===== config.mk =====
export PLATFORM = sky130hd
export DESIGN_NAME = sssp_alu
export DESIGN_NICKNAME = d
export VERILOG_FILES = /design/src/hdl/single_source_shortest_path_top_assert.svh /design/src/hdl/sssp_pkg.sv /design/src/hdl/sssp_alu.sv
export SDC_FILE = /design/constraint.sdc
export NUM_CORES = 1
export LEC_CHECK = 0
export BUFFER_PORTS_ARGS = -buffer_cell sky130_fd_sc_hd__buf_2
export CORE_MARGIN = 3
export CORE_UTILIZATION = 54
export DETAILED_ROUTE_END_ITERATION = 10
export PLACE_DENSITY = 0.91
export RECOVER_POWER = 25
export SLEW_MARGIN = 20
export SYNTH_ARGS = -nofsm -noshare
export SYNTH_HDL_FRONTEND = slang
export SYNTH_SLANG_ARGS = --single-unit

===== constraint.sdc =====
create_clock -name vclk -period 7.1
set_clock_uncertainty 0.2 [all_clocks]
set_input_delay 0 -clock vclk [all_inputs]
set_output_delay 0 -clock vclk [all_outputs]
set_load 0.005 [all_outputs]

===== src/hdl/single_source_shortest_path_top_assert.svh =====
// ----------------------------------------------------------------------------
// Assertion macros for the shortest path block
// Concurrent checks clocked on clk and held off while rst_n is low.
// ----------------------------------------------------------------------------
`ifndef SINGLE_SOURCE_SHORTEST_PATH_TOP_ASSERT_SVH
`define SINGLE_SOURCE_SHORTEST_PATH_TOP_ASSERT_SVH

`ifndef SYNTHESIS
// Check a property on every clock edge out of reset
`define SSSP_ASSERT(lbl, prop) \
  lbl: assert property (@(posedge clk) disable iff (!rst_n) (prop)) \
    else $error("%m: check failed");
// Check that a trigger is followed by a condition in the next cycle
`define SSSP_ASSERT_NEXT(lbl, trig, cond) \
  lbl: assert property (@(posedge clk) disable iff (!rst_n) (trig) |=> (cond)) \
    else $error("%m: check failed");
`else
`define SSSP_ASSERT(lbl, prop)
`define SSSP_ASSERT_NEXT(lbl, trig, cond)
`endif

`endif


===== src/hdl/sssp_pkg.sv =====
// ----------------------------------------------------------------------------
// Shortest path package
// Widths, codes, sequencer states and shared structs of the block.
// ----------------------------------------------------------------------------
`default_nettype none

package sssp_pkg;

  localparam int MAX_NODES = 64;
  localparam int NODE_W    = 6;
  localparam int CNT_W     = 7;
  localparam int WEIGHT_W  = 16;
  localparam int DIST_W    = 22;
  localparam int WADDR_W   = 2 * NODE_W;
  localparam int NTAB_W    = NODE_W + DIST_W;

  localparam logic [DIST_W-1:0] DIST_MAX  = '1;
  localparam logic [CNT_W-1:0]  CNT_MAX   = CNT_W'(MAX_NODES);
  localparam logic [CNT_W-1:0]  CNT_MIN   = CNT_W'(1);

  // Request kinds
  localparam logic KIND_LOAD  = 1'b0;
  localparam logic KIND_START = 1'b1;

  // Configuration register indexes
  localparam logic CFG_NODE_COUNT  = 1'b0;
  localparam logic CFG_SOURCE_NODE = 1'b1;

  typedef enum logic [2:0] {
    ST_IDLE,
    ST_INIT,
    ST_SEL,
    ST_RLX,
    ST_O_RD,
    ST_O_FW,
    ST_O_BW,
    ST_O_EMIT
  } state_t;

  // Operands of the shared add/compare unit
  typedef struct packed {
    logic [DIST_W-1:0]   a;
    logic [WEIGHT_W-1:0] b;
    logic [DIST_W-1:0]   c;
  } alu_req_t;

  typedef struct packed {
    logic [DIST_W-1:0] sum;
    logic              lt;
  } alu_rsp_t;

  typedef struct packed {
    logic [NODE_W-1:0]   node;
    logic [DIST_W-1:0]   distance;
    logic                reachable;
    logic                has_predecessor;
    logic [NODE_W-1:0]   predecessor;
    logic [WEIGHT_W-1:0] forward_weight;
    logic [WEIGHT_W-1:0] backward_weight;
    logic                last;
  } result_t;

endpackage

`default_nettype wire


===== src/hdl/sssp_alu.sv =====
// ----------------------------------------------------------------------------
// Shared add and compare unit
// Saturating distance plus weight, then a less-than against a stored distance.
// ----------------------------------------------------------------------------
`default_nettype none

module sssp_alu (
  input  wire sssp_pkg::alu_req_t req,
  output      sssp_pkg::alu_rsp_t rsp
);

  logic [sssp_pkg::DIST_W:0]   sum_full;
  logic [sssp_pkg::DIST_W-1:0] sum_sat;

  // Add, clamp to the largest distance, compare
  always_comb begin
    sum_full = {1'b0, req.a} + (sssp_pkg::DIST_W+1)'(req.b);
    sum_sat  = sum_full[sssp_pkg::DIST_W] ? sssp_pkg::DIST_MAX
                                           : sum_full[sssp_pkg::DIST_W-1:0];
    rsp.sum  = sum_sat;
    rsp.lt   = (sum_sat < req.c);
  end

endmodule

`default_nettype wire


==> impl_metrics.sql <==
INSERT INTO impl_metrics (metric_group, metric, value, unit) VALUES
('layout', 'fin_cells', '366', ''),
('grt', 'largest_net_degree_at_the_start_of_global_routing', '22', ''),
('grt', 'vias_in_the_first_global_route', '1757', ''),
('power', 'power.combinational.fraction', '100.0', '%'),
('grt', 'grt_first_pass_wirelength', '7.369', 'mm'),
('drt', 'wl_per_cell', '13.00', 'µm'),
('floorplanning', 'starting_density', '57.40', '%'),
('drt', 'drt.antenna.violating_nets', '0', ''),
('synth', 'synth_area', '1767', 'µm²'),
('sta', 'setup_tns', '0', 'ns'),
('setup_path', 'cp-start-kind', 'input port', ''),
('synth', 'yosys_warnings', '0', ''),
('drt', 'drt_first_iter_violations', '163', ''),
('sta', 'post-route-period-util', '74.32', '%'),
('synth', 'ys_seq_area_share', '0', '%'),
('place', 'gpl.final_weighted_congestion', '0.8984', ''),
('power', 'power', '0.2068', 'mW'),
('sta', 'max_slew_headroom', '-44.15', '%'),
('grt', 'grt_overflow', '0', ''),
('setup_path', 'path_max_fanout', '21', ''),
('synth', 'netlist_instances', '247', ''),
('cts', 'cts_resized', '0', ''),
('layout', 'register_area', '0', 'µm²'),
('sta', 'final_max_slew_viol_count', '22', ''),
('drt', 'detail_route.drc_violations', '0', ''),
('worst_hold_path', 'min-delay-path-class', 'in2out', ''),
('setup_path', 'crit_required', '6.90', 'ns'),
('cts', 'cts_hold_repair.buffers', '0', ''),
('flow_run', 'drv_cap', '1', ''),
('status', 'failed_checks', 'capacitance limit, slew limit', ''),
('floorplanning', 'die_h', '63.20', 'µm'),
('power', 'int_pwr', '0.09371', 'mW'),
('sta', 'maxClockFrequency', '0.1895', 'GHz'),
('setup_path', 'cp_data_arrival_time', '5.08', 'ns'),
('power', 'clk_pwr_share', '0', '%'),
('layout', 'design_area', '2155', 'µm²'),
('power', 'worst_ir_drop_vdd', '0.05812', 'mV'),
('sta', 'grt_setup_unrepaired', 'false', ''),
('power', 'p_sw', '0.1131', 'mW'),
('setup_path', 'timing.critical_path.to_type', 'primary output', ''),
('place', 'dp_hpwl', '4.157', 'mm'),
('grt', 'globalRouteTotalUtil', '21.07', '%'),
('grt', 'antenna_found_initial', '0', ''),
('setup_path', 'worst-setup-path-type', 'in2out', ''),
('floorplanning', 'die-width', '63.20', 'µm'),
('place', 'placed_instances', '366', ''),
('sta', 'tightestPinTransition', '2.144', 'ns'),
('synth', 'area_contributors_post_synth', 'sky130_fd_sc_hd__ha_1 26%, sky130_fd_sc_hd__nand2_1 5.9%, sky130_fd_sc_hd__inv_1 5.7%', ''),
('power', 'power.sequential.fraction', '0', '%'),
('floorplanning', 'number_of_ports_placed_on_the_die_boundary', '83', ''),
('sta', 'post_layout_min_period', '5.277', 'ns'),
('layout', 'nets', '422', ''),
('layout', 'number_of_flip_flops_and_latches', '0', ''),
('power', 'powerDensity', '95.97', 'nW/µm²'),
('synth', 'post-synth-top-area-cell', 'sky130_fd_sc_hd__ha_1', ''),
('floorplanning', 'floorplan.rows', '20', ''),
('layout', 'antenna_cells', '0', ''),
('drt', 'vias', '2100', ''),
('power', 'power_leakage', '1.144', 'nW'),
('synth', 'synth_cell_type_count', '56', ''),
('synth', 'postSynthAreaPerCell', '7.153', 'µm²'),
('power', 'power.share.switching', '54.68', '%'),
('layout', 'syn2layout_area_growth', '21.95', '%'),
('status', 'outcome', 'finished with violations', ''),
('layout', 'clock_buffers', '0', ''),
('drt', 'detailedRoute.firstPassIterationCount', '4', ''),
('floorplanning', 'dieArea', '3994', 'µm²'),
('cts', 'post-cts-setup-buffer-count', '0', ''),
('synth', 'synth_largest_type_area_fraction', '26.20', '%'),
('sta', 'setup_viol', '0', ''),
('drt', 'wl_final', '4.759', 'mm'),
('drt', 'post_drt_via_cell_ratio', '5.738', ''),
('place', 'placed_cell_area', '2185', 'µm²'),
('synth', 'syn_nets', '345', ''),
('layout', 'layout-drive-gt1-share', '29.50', '%'),
('floorplanning', 'core-area', '3078', 'µm²'),
('sta', 'finalHoldViolations', '0', ''),
('place', 'io_buffer_count', '83', '');
## worst paths after layout
path                   to  cells past startpoint  startpoint  slack (ns)
setup / recovery   rsp[0]                     17     req[22]        1.82
hold / removal    rsp[17]                      3     req[54]        0.16
## synthesized netlist by cell type, types with 2 or more instances
| cell type | number |
|---|---|
| sky130_fd_sc_hd__o221ai_1 | 2 |
| sky130_fd_sc_hd__a31oi_1 | 2 |
| sky130_fd_sc_hd__o21a_1 | 3 |
| sky130_fd_sc_hd__o21ai_1 | 2 |
| sky130_fd_sc_hd__a21oi_1 | 16 |
| sky130_fd_sc_hd__ha_1 | 37 |
| sky130_fd_sc_hd__nor2_1 | 12 |
| sky130_fd_sc_hd__o211ai_1 | 5 |
| sky130_fd_sc_hd__nand2b_1 | 5 |
| sky130_fd_sc_hd__mux2_1 | 2 |
| sky130_fd_sc_hd__nor3b_1 | 2 |
| sky130_fd_sc_hd__nand3_1 | 16 |
| sky130_fd_sc_hd__nor3_1 | 9 |
| sky130_fd_sc_hd__and3_1 | 3 |
| sky130_fd_sc_hd__nand3b_1 | 2 |
| sky130_fd_sc_hd__xor2_1 | 4 |
| sky130_fd_sc_hd__or3_1 | 3 |
| sky130_fd_sc_hd__xnor2_1 | 5 |
| sky130_fd_sc_hd__buf_4 | 3 |
| sky130_fd_sc_hd__o31ai_4 | 2 |
| sky130_fd_sc_hd__inv_1 | 27 |
| sky130_fd_sc_hd__o21ai_0 | 11 |
| sky130_fd_sc_hd__a21o_1 | 5 |
| sky130_fd_sc_hd__nand4_1 | 3 |
| sky130_fd_sc_hd__a21oi_2 | 4 |
| sky130_fd_sc_hd__a21boi_1 | 2 |
| sky130_fd_sc_hd__nand2_1 | 28 |
| sky130_fd_sc_hd__buf_2 | 3 |
| sky130_fd_sc_hd__o22ai_1 | 2 |
## kinds of logic (layout without fill, tap and decap cells)
logic type                 after synthesis  count (layout)  synth area share, %
muxes                                    3               3                1.912
adders and majority gates               38              38                27.34
buffers and inverters                   35             110                8.711
and+or+nand+nor                         92              92                26.28
xor gates and xnor gates                 9               9                4.461
AOI/OAI and AO/OA                       70              70                31.30
## power by group through the flow
stage / combinational [mW] / sequential (mW) / clock (mW)
2_1_floorplan: 0.140 / 0 / 0
3_3_place_gp: 0.203 / 0 / 0
3_5_place_dp: 0.207 / 0 / 0
4_1_cts: 0.208 / 0 / 0
5_1_grt: 0.229 / 0 / 0
6_report: 0.207 / 0 / 0
## worst max-delay path: stages
cell and delay (ns):
sky130_fd_sc_hd__buf_2 0.10, sky130_fd_sc_hd__ha_1 0.20, sky130_fd_sc_hd__inv_1 0.07, sky130_fd_sc_hd__fa_1 0.16, sky130_fd_sc_hd__and2b_2 0.25, sky130_fd_sc_hd__o2111ai_4 0.25, sky130_fd_sc_hd__a2111oi_4 0.12, sky130_fd_sc_hd__o31ai_1 1.66
sky130_fd_sc_hd__o21ai_0 0.57, sky130_fd_sc_hd__ha_1 0.37, sky130_fd_sc_hd__or4_1 0.47, sky130_fd_sc_hd__a221oi_1 0.21, sky130_fd_sc_hd__o21ai_0 0.14, sky130_fd_sc_hd__o211ai_1 0.11, sky130_fd_sc_hd__o211ai_1 0.11, sky130_fd_sc_hd__a21oi_1 0.15
sky130_fd_sc_hd__buf_2 0.14
## metrics by stage
step	utilization [%]	setup WS (ns)	hold WS (ns)
after floorplan	-	3.920	-0.1362
after global placement	70.98	3.168	0.1503
after detailed placement	70.98	3.023	0.1533
after CTS	70.98	3.000	0.1536
after global routing	70.00	1.420	0.1705
final	70.00	1.823	0.1616
## layout by cell type (no fill, tap or decap), types with 3 or more instances in the layout
master	n
sky130_fd_sc_hd__xor2_1	4
sky130_fd_sc_hd__o21a_1	3
sky130_fd_sc_hd__nand3_1	16
sky130_fd_sc_hd__o31ai_1	3
sky130_fd_sc_hd__xnor2_1	5
sky130_fd_sc_hd__buf_2	81
sky130_fd_sc_hd__nor3_1	9
sky130_fd_sc_hd__and3_1	3
sky130_fd_sc_hd__o21ai_0	11
sky130_fd_sc_hd__o211ai_1	5
sky130_fd_sc_hd__nand2b_1	5
sky130_fd_sc_hd__a21oi_2	4
sky130_fd_sc_hd__nor2_1	12
sky130_fd_sc_hd__ha_1	37
sky130_fd_sc_hd__a21o_1	5
sky130_fd_sc_hd__a21oi_1	16
sky130_fd_sc_hd__nand2_1	28
sky130_fd_sc_hd__nand4_1	3
sky130_fd_sc_hd__inv_1	27
sky130_fd_sc_hd__or3_1	3
## cell type report
type | count | area (µm²)
repair buffers | 83 | 412.9
multi-input cells | 212 | 1585
inverters | 27 | 101.3
well taps | 44 | 55.05
fillers | 281 | 923.4
## routing by layer
layer	global-route usage, %	wire [µm]
met5	0	0
met4	3.235	55
met3	1.426	274
met2	36.89	2325
met1	28.72	2104
(Power assumes the default switching activity.)
