### src/hdl/single_source_shortest_path_top_assert.svh
// ----------------------------------------------------------------------------
// Assertion macros for the shortest path block
// Concurrent checks clocked on clk and held off while rst_n is low.
// ----------------------------------------------------------------------------
`ifndef SINGLE_SOURCE_SHORTEST_PATH_TOP_ASSERT_SVH
`define SINGLE_SOURCE_SHORTEST_PATH_TOP_ASSERT_SVH

`ifndef SYNTHESIS
// Check a property on every clock edge out of reset
`define SSSP_ASSERT(lbl, prop) \
  lbl: assert property (@(posedge clk) disable iff (!rst_n) (prop)) \
    else $error("%m: check failed");
// Check that a trigger is followed by a condition in the next cycle
`define SSSP_ASSERT_NEXT(lbl, trig, cond) \
  lbl: assert property (@(posedge clk) disable iff (!rst_n) (trig) |=> (cond)) \
    else $error("%m: check failed");
`else
`define SSSP_ASSERT(lbl, prop)
`define SSSP_ASSERT_NEXT(lbl, trig, cond)
`endif

`endif

### src/hdl/sssp_pkg.sv
// ----------------------------------------------------------------------------
// Shortest path package
// Widths, codes, sequencer states and shared structs of the block.
// ----------------------------------------------------------------------------
`default_nettype none

package sssp_pkg;

  localparam int MAX_NODES = 64;
  localparam int NODE_W    = 6;
  localparam int CNT_W     = 7;
  localparam int WEIGHT_W  = 16;
  localparam int DIST_W    = 22;
  localparam int WADDR_W   = 2 * NODE_W;
  localparam int NTAB_W    = NODE_W + DIST_W;

  localparam logic [DIST_W-1:0] DIST_MAX  = '1;
  localparam logic [CNT_W-1:0]  CNT_MAX   = CNT_W'(MAX_NODES);
  localparam logic [CNT_W-1:0]  CNT_MIN   = CNT_W'(1);

  // Request kinds
  localparam logic KIND_LOAD  = 1'b0;
  localparam logic KIND_START = 1'b1;

  // Configuration register indexes
  localparam logic CFG_NODE_COUNT  = 1'b0;
  localparam logic CFG_SOURCE_NODE = 1'b1;

  typedef enum logic [2:0] {
    ST_IDLE,
    ST_INIT,
    ST_SEL,
    ST_RLX,
    ST_O_RD,
    ST_O_FW,
    ST_O_BW,
    ST_O_EMIT
  } state_t;

  // Operands of the shared add/compare unit
  typedef struct packed {
    logic [DIST_W-1:0]   a;
    logic [WEIGHT_W-1:0] b;
    logic [DIST_W-1:0]   c;
  } alu_req_t;

  typedef struct packed {
    logic [DIST_W-1:0] sum;
    logic              lt;
  } alu_rsp_t;

  typedef struct packed {
    logic [NODE_W-1:0]   node;
    logic [DIST_W-1:0]   distance;
    logic                reachable;
    logic                has_predecessor;
    logic [NODE_W-1:0]   predecessor;
    logic [WEIGHT_W-1:0] forward_weight;
    logic [WEIGHT_W-1:0] backward_weight;
    logic                last;
  } result_t;

endpackage

`default_nettype wire

### src/hdl/sssp_ctrl.sv
// ----------------------------------------------------------------------------
// Search sequencer
// Runs select and relax scans over the node table, then emits one result per node.
// ----------------------------------------------------------------------------
`default_nettype none
`include "single_source_shortest_path_top_assert.svh"

module sssp_ctrl (
  input  wire logic                               clk,
  input  wire logic                               rst_n,
  input  wire logic                               start,
  input  wire logic                               in_kind,
  output      logic                               busy,
  input  wire logic [sssp_pkg::CNT_W-1:0]         node_count,
  input  wire logic [sssp_pkg::NODE_W-1:0]        source_node,
  output      logic [sssp_pkg::WADDR_W-1:0]       wmem_raddr,
  input  wire logic [sssp_pkg::WEIGHT_W-1:0]      wmem_rdata,
  output      sssp_pkg::alu_req_t                 alu_req,
  input  wire sssp_pkg::alu_rsp_t                 alu_rsp,
  output      logic                               res_valid,
  output      sssp_pkg::result_t                  res
);

  localparam int NW = sssp_pkg::NODE_W;
  localparam int DW = sssp_pkg::DIST_W;
  localparam int CW = sssp_pkg::CNT_W;
  localparam int MN = sssp_pkg::MAX_NODES;

  sssp_pkg::state_t state_r, state_nxt;

  logic [CW-1:0]  cnt_r, cnt_nxt;
  logic [CW-1:0]  idx_r, idx_nxt;
  logic [NW-1:0]  pidx_r, pidx_nxt;
  logic           pv_r, pv_nxt;
  logic           found_r, found_nxt;
  logic [NW-1:0]  cur_r, cur_nxt;
  logic [DW-1:0]  best_r, best_nxt;
  logic [MN-1:0]  reached_r, reached_nxt;
  logic [MN-1:0]  settled_r, settled_nxt;
  logic [MN-1:0]  haspred_r, haspred_nxt;
  logic [DW-1:0]  o_dist_r, o_dist_nxt;
  logic [NW-1:0]  o_pred_r, o_pred_nxt;
  logic [sssp_pkg::WEIGHT_W-1:0] o_fw_r, o_fw_nxt;
  sssp_pkg::result_t res_r, res_nxt;
  logic           res_valid_r, res_valid_nxt;

  // Node table: predecessor over distance
  logic [sssp_pkg::NTAB_W-1:0] ntab_mem [MN];
  logic [sssp_pkg::NTAB_W-1:0] ntab_q_r;
  logic                        ntab_we;
  logic [NW-1:0]               ntab_waddr;
  logic [sssp_pkg::NTAB_W-1:0] ntab_wdata;
  logic [NW-1:0]               ntab_raddr;
  logic [DW-1:0]               ntab_dist;
  logic [NW-1:0]               ntab_pred;

  logic           issue;
  logic           p_last;
  logic           found_upd;
  logic [NW-1:0]  cur_upd;
  logic [DW-1:0]  best_upd;
  logic [CW-1:0]  cnt_eff;

  assign ntab_dist = ntab_q_r[DW-1:0];
  assign ntab_pred = ntab_q_r[sssp_pkg::NTAB_W-1:DW];

  // Node table write and registered read
  always_ff @(posedge clk) begin
    if (ntab_we) begin
      ntab_mem[ntab_waddr] <= ntab_wdata;
    end
    ntab_q_r <= ntab_mem[ntab_raddr];
  end

  // Control state
  always_ff @(posedge clk) begin
    if (!rst_n) begin
      state_r     <= sssp_pkg::ST_IDLE;
      cnt_r       <= sssp_pkg::CNT_MAX;
      idx_r       <= '0;
      pv_r        <= 1'b0;
      found_r     <= 1'b0;
      reached_r   <= '0;
      settled_r   <= '0;
      haspred_r   <= '0;
      res_valid_r <= 1'b0;
    end else begin
      state_r     <= state_nxt;
      cnt_r       <= cnt_nxt;
      idx_r       <= idx_nxt;
      pv_r        <= pv_nxt;
      found_r     <= found_nxt;
      reached_r   <= reached_nxt;
      settled_r   <= settled_nxt;
      haspred_r   <= haspred_nxt;
      res_valid_r <= res_valid_nxt;
    end
  end

  // Payload state
  always_ff @(posedge clk) begin
    pidx_r   <= pidx_nxt;
    cur_r    <= cur_nxt;
    best_r   <= best_nxt;
    o_dist_r <= o_dist_nxt;
    o_pred_r <= o_pred_nxt;
    o_fw_r   <= o_fw_nxt;
    res_r    <= res_nxt;
  end

  // Clamp the requested node count into the supported range
  always_comb begin
    priority if (node_count == '0) begin
      cnt_eff = sssp_pkg::CNT_MIN;
    end else if (node_count > sssp_pkg::CNT_MAX) begin
      cnt_eff = sssp_pkg::CNT_MAX;
    end else begin
      cnt_eff = node_count;
    end
  end

  assign issue  = (idx_r < cnt_r);
  assign p_last = pv_r && ({1'b0, pidx_r} == (cnt_r - CW'(1)));

  // Sequencer: next state, table updates and shared unit operands
  always_comb begin
    state_nxt     = state_r;
    cnt_nxt       = cnt_r;
    idx_nxt       = idx_r;
    pidx_nxt      = pidx_r;
    pv_nxt        = 1'b0;
    found_nxt     = found_r;
    cur_nxt       = cur_r;
    best_nxt      = best_r;
    reached_nxt   = reached_r;
    settled_nxt   = settled_r;
    haspred_nxt   = haspred_r;
    o_dist_nxt    = o_dist_r;
    o_pred_nxt    = o_pred_r;
    o_fw_nxt      = o_fw_r;
    res_nxt       = res_r;
    res_valid_nxt = 1'b0;
    ntab_we       = 1'b0;
    ntab_waddr    = pidx_r;
    ntab_wdata    = {cur_r, alu_rsp.sum};
    ntab_raddr    = idx_r[NW-1:0];
    wmem_raddr    = {cur_r, idx_r[NW-1:0]};
    alu_req.a     = ntab_dist;
    alu_req.b     = '0;
    alu_req.c     = best_r;
    found_upd     = found_r;
    cur_upd       = cur_r;
    best_upd      = best_r;

    unique case (state_r)
      sssp_pkg::ST_IDLE: begin
        // Take a start request; loads go straight to the weight memory
        if (start && (in_kind == sssp_pkg::KIND_START)) begin
          cnt_nxt     = cnt_eff;
          reached_nxt = '0;
          settled_nxt = '0;
          haspred_nxt = '0;
          state_nxt   = sssp_pkg::ST_INIT;
        end
      end

      sssp_pkg::ST_INIT: begin
        // Seed the source at distance zero, or report nothing reached
        idx_nxt   = '0;
        found_nxt = 1'b0;
        if ({1'b0, source_node} < cnt_r) begin
          reached_nxt[source_node] = 1'b1;
          ntab_we    = 1'b1;
          ntab_waddr = source_node;
          ntab_wdata = '0;
          state_nxt  = sssp_pkg::ST_SEL;
        end else begin
          state_nxt  = sssp_pkg::ST_O_RD;
        end
      end

      sssp_pkg::ST_SEL: begin
        // Scan for the open node of least distance, lowest index on ties
        if (issue) begin
          idx_nxt = idx_r + CW'(1);
        end
        pv_nxt   = issue;
        pidx_nxt = idx_r[NW-1:0];
        if (pv_r && reached_r[pidx_r] && !settled_r[pidx_r] &&
            (!found_r || alu_rsp.lt)) begin
          found_upd = 1'b1;
          cur_upd   = pidx_r;
          best_upd  = ntab_dist;
        end
        found_nxt = found_upd;
        cur_nxt   = cur_upd;
        best_nxt  = best_upd;
        if (p_last) begin
          pv_nxt  = 1'b0;
          idx_nxt = '0;
          if (found_upd) begin
            settled_nxt[cur_upd] = 1'b1;
            state_nxt = sssp_pkg::ST_RLX;
          end else begin
            state_nxt = sssp_pkg::ST_O_RD;
          end
        end
      end

      sssp_pkg::ST_RLX: begin
        // Relax the edges out of the node just settled
        alu_req.a = best_r;
        alu_req.b = wmem_rdata;
        alu_req.c = ntab_dist;
        if (issue) begin
          idx_nxt = idx_r + CW'(1);
        end
        pv_nxt   = issue;
        pidx_nxt = idx_r[NW-1:0];
        if (pv_r && (wmem_rdata != '0) && !settled_r[pidx_r] &&
            (!reached_r[pidx_r] || alu_rsp.lt)) begin
          ntab_we              = 1'b1;
          reached_nxt[pidx_r]  = 1'b1;
          haspred_nxt[pidx_r]  = 1'b1;
        end
        if (p_last) begin
          pv_nxt    = 1'b0;
          idx_nxt   = '0;
          found_nxt = 1'b0;
          state_nxt = sssp_pkg::ST_SEL;
        end
      end

      sssp_pkg::ST_O_RD: begin
        // Fetch distance and predecessor of the node
        state_nxt = sssp_pkg::ST_O_FW;
      end

      sssp_pkg::ST_O_FW: begin
        // Hold the table entry, fetch the predecessor-to-node weight
        o_dist_nxt = ntab_dist;
        o_pred_nxt = ntab_pred;
        wmem_raddr = {ntab_pred, idx_r[NW-1:0]};
        state_nxt  = sssp_pkg::ST_O_BW;
      end

      sssp_pkg::ST_O_BW: begin
        // Hold the forward weight, fetch the node-to-predecessor weight
        o_fw_nxt   = wmem_rdata;
        wmem_raddr = {idx_r[NW-1:0], o_pred_r};
        state_nxt  = sssp_pkg::ST_O_EMIT;
      end

      sssp_pkg::ST_O_EMIT: begin
        // Register one result and advance to the next node
        res_valid_nxt       = 1'b1;
        res_nxt.node        = idx_r[NW-1:0];
        res_nxt.reachable   = reached_r[idx_r[NW-1:0]];
        res_nxt.distance    = reached_r[idx_r[NW-1:0]] ? o_dist_r : '0;
        res_nxt.has_predecessor = haspred_r[idx_r[NW-1:0]];
        res_nxt.predecessor     = haspred_r[idx_r[NW-1:0]] ? o_pred_r : '0;
        res_nxt.forward_weight  = haspred_r[idx_r[NW-1:0]] ? o_fw_r : '0;
        res_nxt.backward_weight = haspred_r[idx_r[NW-1:0]] ? wmem_rdata : '0;
        res_nxt.last        = (idx_r == (cnt_r - CW'(1)));
        if (idx_r == (cnt_r - CW'(1))) begin
          idx_nxt   = '0;
          state_nxt = sssp_pkg::ST_IDLE;
        end else begin
          idx_nxt   = idx_r + CW'(1);
          state_nxt = sssp_pkg::ST_O_RD;
        end
      end
    endcase
  end

  assign busy      = (state_r != sssp_pkg::ST_IDLE);
  assign res_valid = res_valid_r;
  assign res       = res_r;

  // Checks
  `SSSP_ASSERT(a_strobe_after_emit, res_valid_r |-> $past(state_r == sssp_pkg::ST_O_EMIT))
  `SSSP_ASSERT(a_last_has_strobe, res_r.last && res_valid_r |-> res_valid_r && !busy)
  `SSSP_ASSERT(a_settled_reached, (settled_r & ~reached_r) == '0)
  `SSSP_ASSERT(a_pred_reached, (haspred_r & ~reached_r) == '0)
  `SSSP_ASSERT_NEXT(a_start_busy, start && !busy && in_kind == sssp_pkg::KIND_START, busy)

endmodule

`default_nettype wire

### config.mk
export PLATFORM = sky130hd
export DESIGN_NAME = sssp_ctrl
export DESIGN_NICKNAME = d
export VERILOG_FILES = /design/src/hdl/sssp_pkg.sv /design/src/hdl/sssp_ctrl.sv
export VERILOG_INCLUDE_DIRS = /design/src /design/src/hdl
export SDC_FILE = /design/constraint.sdc
export NUM_CORES = 2
export LEC_CHECK = 0
export BUFFER_PORTS_ARGS = -buffer_cell sky130_fd_sc_hd__buf_2
export CORE_MARGIN = 4
export CORE_UTILIZATION = 65
export CTS_BUF_LIST = sky130_fd_sc_hd__clkbuf_8
export CTS_CLUSTER_SIZE = 28
export DETAILED_ROUTE_END_ITERATION = 12
export PLACE_DENSITY = 0.91
export RECOVER_POWER = 25
export SYNTH_ARGS = -nofsm -noshare
export SYNTH_HDL_FRONTEND = slang
export SYNTH_SLANG_ARGS = --single-unit
### constraint.sdc
create_clock -name clk -period 4.8 [get_ports clk]
set_input_delay 0.24 -clock clk [delete_from_list [all_inputs] [get_ports clk]]
set_output_delay 0.24 -clock clk [all_outputs]
set_load 0.03 [all_outputs]
==> key figures <==
Run status
  – Status: complete, but fails checks
  – Failing checks: max-capacitance violations, max-slew violations

Global route
  – Largest net degree at the start of global routing: approximately 120
  – Number of global-route vias before repair: 50900
  – Total grt overflow: 0
  – GRT Resource Usage Total: between 30% and 40%
  – Antenna violations before repair: 20
  – First-pass GRT wire length: ~370000 µm

Clock tree
  – CTS clock-pin slew for the worst setup and hold paths: 0.07 ns
  – H-tree depth: 5
  – TritonCTS Buffers: 339
  – CTS Root Cell: clkbuf_8
  – Clock buffer depth: 4
  – CTS tree: done
  – Clock Sink Count: 2179
  – Clock Latency Late Sink: 1.06 ns

Synth
  – Seq/Total Area, Yosys: 73.3%
  – Avg Cell Area, Syn: 19.2 µm²
  – Synthesis warning total: 0
  – Largest family of logic cells by synthesized area: multiplexers
  – Syn Nets: 4549
  – Synth Area in Adders: 0.204%
  – Flops & latches, synth: 2179
  – Post-synthesis instance total: about 4500
  – XOR/XNOR Fraction of Synth Area: less than 1%
  – Simple-gate share of the synthesized area: under 10%
  – Post-synth EDFFs: 1939
  – Predominant post-synthesis flop cell: edfxtp_1
  – Multiplexer share of the synthesized area: between 10% and 20%
  – Mapped Area: 86000 µm²
  – Compound-gate portion of the synthesized area: 4.00%
  – Ys async rst share: 0%
  – Library cells used by synthesis: 78

Timing
  – Setup violators final: 0
  – Final worst-path cycle share: 97.5%
  – FMAX: 214 MHz
  – Slew Viols, Final: 150
  – Final Skew: 0.0868 ns
  – Slew @ Worst Pin: 1.95 ns
  – Slack of the critical path: between 0.1 and 0.15 ns
  – Min Tclk post-route: between 4 and 5 ns
  – RSZ-0062 raised after global routing: false
  – Sum Neg Setup Slack: 0 ns
  – Hold Vio Cnt, Final: 0
  – Rel. slew slack: -30.5%

Placed design
  – GP Congestion: between 0.9 and 1
  – Dpl ws: 0.535 ns
  – Dpl hpwl: 153000 µm
  – Port Buf Inserts: just under 200
  – DP Area: 91000 µm²

Worst setup path
  – Crit-path cells: inv_1 -> ha_1 -> a21oi_1 -> a21oi_1 -> a21o_1 -> clkbuf_1 -> and2_1 -> buf_12
  – R2r setup slk: 0.12 ns
  – Crit Path Category: reg2reg
  – Critical path required time: 5.60 ns
  – Critical Path Source Type: flip-flop
  – CP endpoint kind: flip-flop
  – CP arrival: roughly 5.5 ns
  – Critical Path Most Common Cell: a21oi_1
  – CP delay by family, top: buffers and inverters
  – Max stage delay on crit path: 1.27 ns
  – Worst path bufs/invs: 3
  – Critical Path Slowest Stage Cell: and2_1
  – Crit Path Max Fanout: 38

Power
  – Clock Power Share: 38.2%
  – Switching share of total power: 23.1%
  – Peak supply drop: 0.000353 V
  – Pleak: 31.1 nW
  – Comb pwr share: 6.1%
  – PwrDens: ~380 nW/µm²
  – Switch Pwr: just under 9 mW
  – Reg power frac: between 50 and 60%
  – Internal Pwr Total: 28.8 mW

Layout
  – Fillcell total: 6564
  – Synthesis-to-layout area growth: 13.4%
  – Multi-input logic area: 22300 µm²
  – Register area: 63000 µm²
  – Cell area after layout: around 100000 µm²
  – Most common cell after layout, fill and taps aside: edfxtp_1
  – Fraction of layout cells with a size suffix above 1: 27.4%
  – # nets final: 5098
  – Most frequent cells in the layout: 1939 x edfxtp_1, 562 x mux4_2, 358 x clkbuf_8, 332 x nand2_1, 238 x dfxtp_1

Route
  – Metal2 WL: 118000 µm
  – Met1 WL: 78800 µm
  – DR pass1 iterations: 9
  – # DRC: 0
  – Avg WL per Cell: 36.6 µm
  – Total wire length: 257000 µm
  – Via count: ~50000
  – Via density: 7.27
  – Highest Signal Layer: met5
  – ANT nets after route: 0
  – First DRT Iteration DRCs: 10200
  – Met3 WL: between 40000 and 50000 µm

Floorplanning
  – Die Ht: 372 µm
  – Initial Util: 65.4%
  – Row cnt: 133
  – Area of the core: ~130000 µm²
  – I/O pins: slightly below 200
  – Die area: roughly 140000 µm²
  – Die width: 372 µm

Min path
  – HP Class: in2reg

Run
  – Max-cap violations: 4
kinds of logic after synthesis:
| kind of cell | after synthesis |
|---|---|
| DFF | 2179 |
| muxes | 726 |
| and+or+nand+nor | 726 |
| AOI/OAI and AO/OA | 517 |
| buffers and inverters | 298 |
| xor gates and xnor gates | 19 |
| adders and majority gates | 14 |
through the flow:
stage / hold WS (ns) / util, % / power [mW] / std cells
2_1_floorplan: 0.329 / - / 22.5 / 4479
3_3_place_gp: 0.417 / 69.2 / 23.3 / 6367
3_5_place_dp: 0.423 / 69.2 / 23.4 / 6367
4_1_cts: 0.00813 / 74.3 / 37.4 / 7014
5_1_grt: 0.0497 / 74.1 / 38.6 / 7018
6_report: 0.103 / 74.1 / 37.5 / 7029
layer usage:
metal  track usage (%)  vias to the layer above
li1                  -                    19400
met1              47.8                    25200
met2              56.9                     5316
met3              13.7                     1163
met4              22.2                       18
met5                 0                        -
power by group through the flow:
stage	clock network, mW	registers [mW]	logic (mW)
6_report	14.3	20.9	2.28
4_1_cts	14.3	20.9	2.21
3_3_place_gp	0	21.3	2.03
5_1_grt	15.3	20.9	2.34
2_1_floorplan	0	21.3	1.27
3_5_place_dp	0	21.3	2.14
registers in the layout, indices dropped and copies added (netlist names):
signal / flops
cnt_r: 7
reached_r: 64
pidx_r: 6
o_pred_r: 6
res_valid: 1
ntab_mem: 1792
haspred_r: 64
idx_r: 7
cur_r: 6
res: 69
settled_r: 64
found_r: 1
best_r: 22
state_r: 3
ntab_q_r: 28
pv_r: 1
o_fw_r: 16
o_dist_r: 22
synthesized netlist by cell type (6+ instances only):
master       n  area, µm²
nor3_1      22        110
a221oi_1    33        289
and2_1      97        607
and3b_1      7       61.3
mux2i_1    123       1230
nand3b_1    17        128
or3b_2       8       70.1
clkbuf_1   176        661
nor2_1     121        454
nor3b_1      6       45.0
ha_1        14        175
xor2_1       6       52.6
nor4_1      11       68.8
o22ai_1     20        125
o21a_1       7       52.6
and3_1      25        156
mux4_2     562      12700
nor2b_1     11       68.8
edfxtp_1  1939      58200
a22oi_1     53        398
mux2_2      41        462
nand4_1      6       37.5
o21ai_0    172        861
xnor2_1      8       70.1
a32oi_1      9       78.8
a31oi_1     12       75.1
dfxtp_1    240       4800
a21oi_1     73        365
buf_2       45        225
inv_1       25       93.8
nand2_1    333       1250
buf_4        6       45.0
nand2b_1    10       62.6
a22o_1      67        587
buf_1       37        139
o21ai_1     24        120
o211ai_1     7       52.6
nand3_1     24        120
final cells by class:
| cell class | count | share of cell area (%) |
|---|---|---|
| Sequential cell | 2179 | 64.7 |
| Multi-Input combinational cell | 2002 | 22.8 |
| Clock buffer | 358 | 5.06 |
| Timing Repair Buffer | 478 | 3.97 |
| Tap cell | 1755 | 2.25 |
| Clock inverter | 215 | 1.07 |
| Inverter | 28 | 0.108 |
| Antenna cell | 14 | 0.0359 |
what timing repair did:
action,CTS,global route
hold buffers,74,0
setup buffers,0,0
resized for setup,0,0
endpoints found under the hold margin,402,0
worst reg2reg max path, stage by stage (launching register included):
cell and delay, ns:
dfxtp_1 0.47, inv_1 0.12, ha_1 0.31, a21oi_1 0.09
a21oi_1 0.36, a21o_1 0.28, clkbuf_1 1.12, and2_1 1.28
buf_12 0.34
path summary, 6_finish.rpt:
check                                  start              to  cells past startpoint
worst min register to register  ntab_q_r[25]     o_pred_r[3]                      0
worst max register to register      cnt_r[5]  ntab_mem[6][7]                      8
worst min-delay path                   rst_n   reached_r[28]                      4
worst max-delay path                cnt_r[5]  ntab_mem[6][7]                      8
Note: power is estimated with default switching activity, not from simulation.
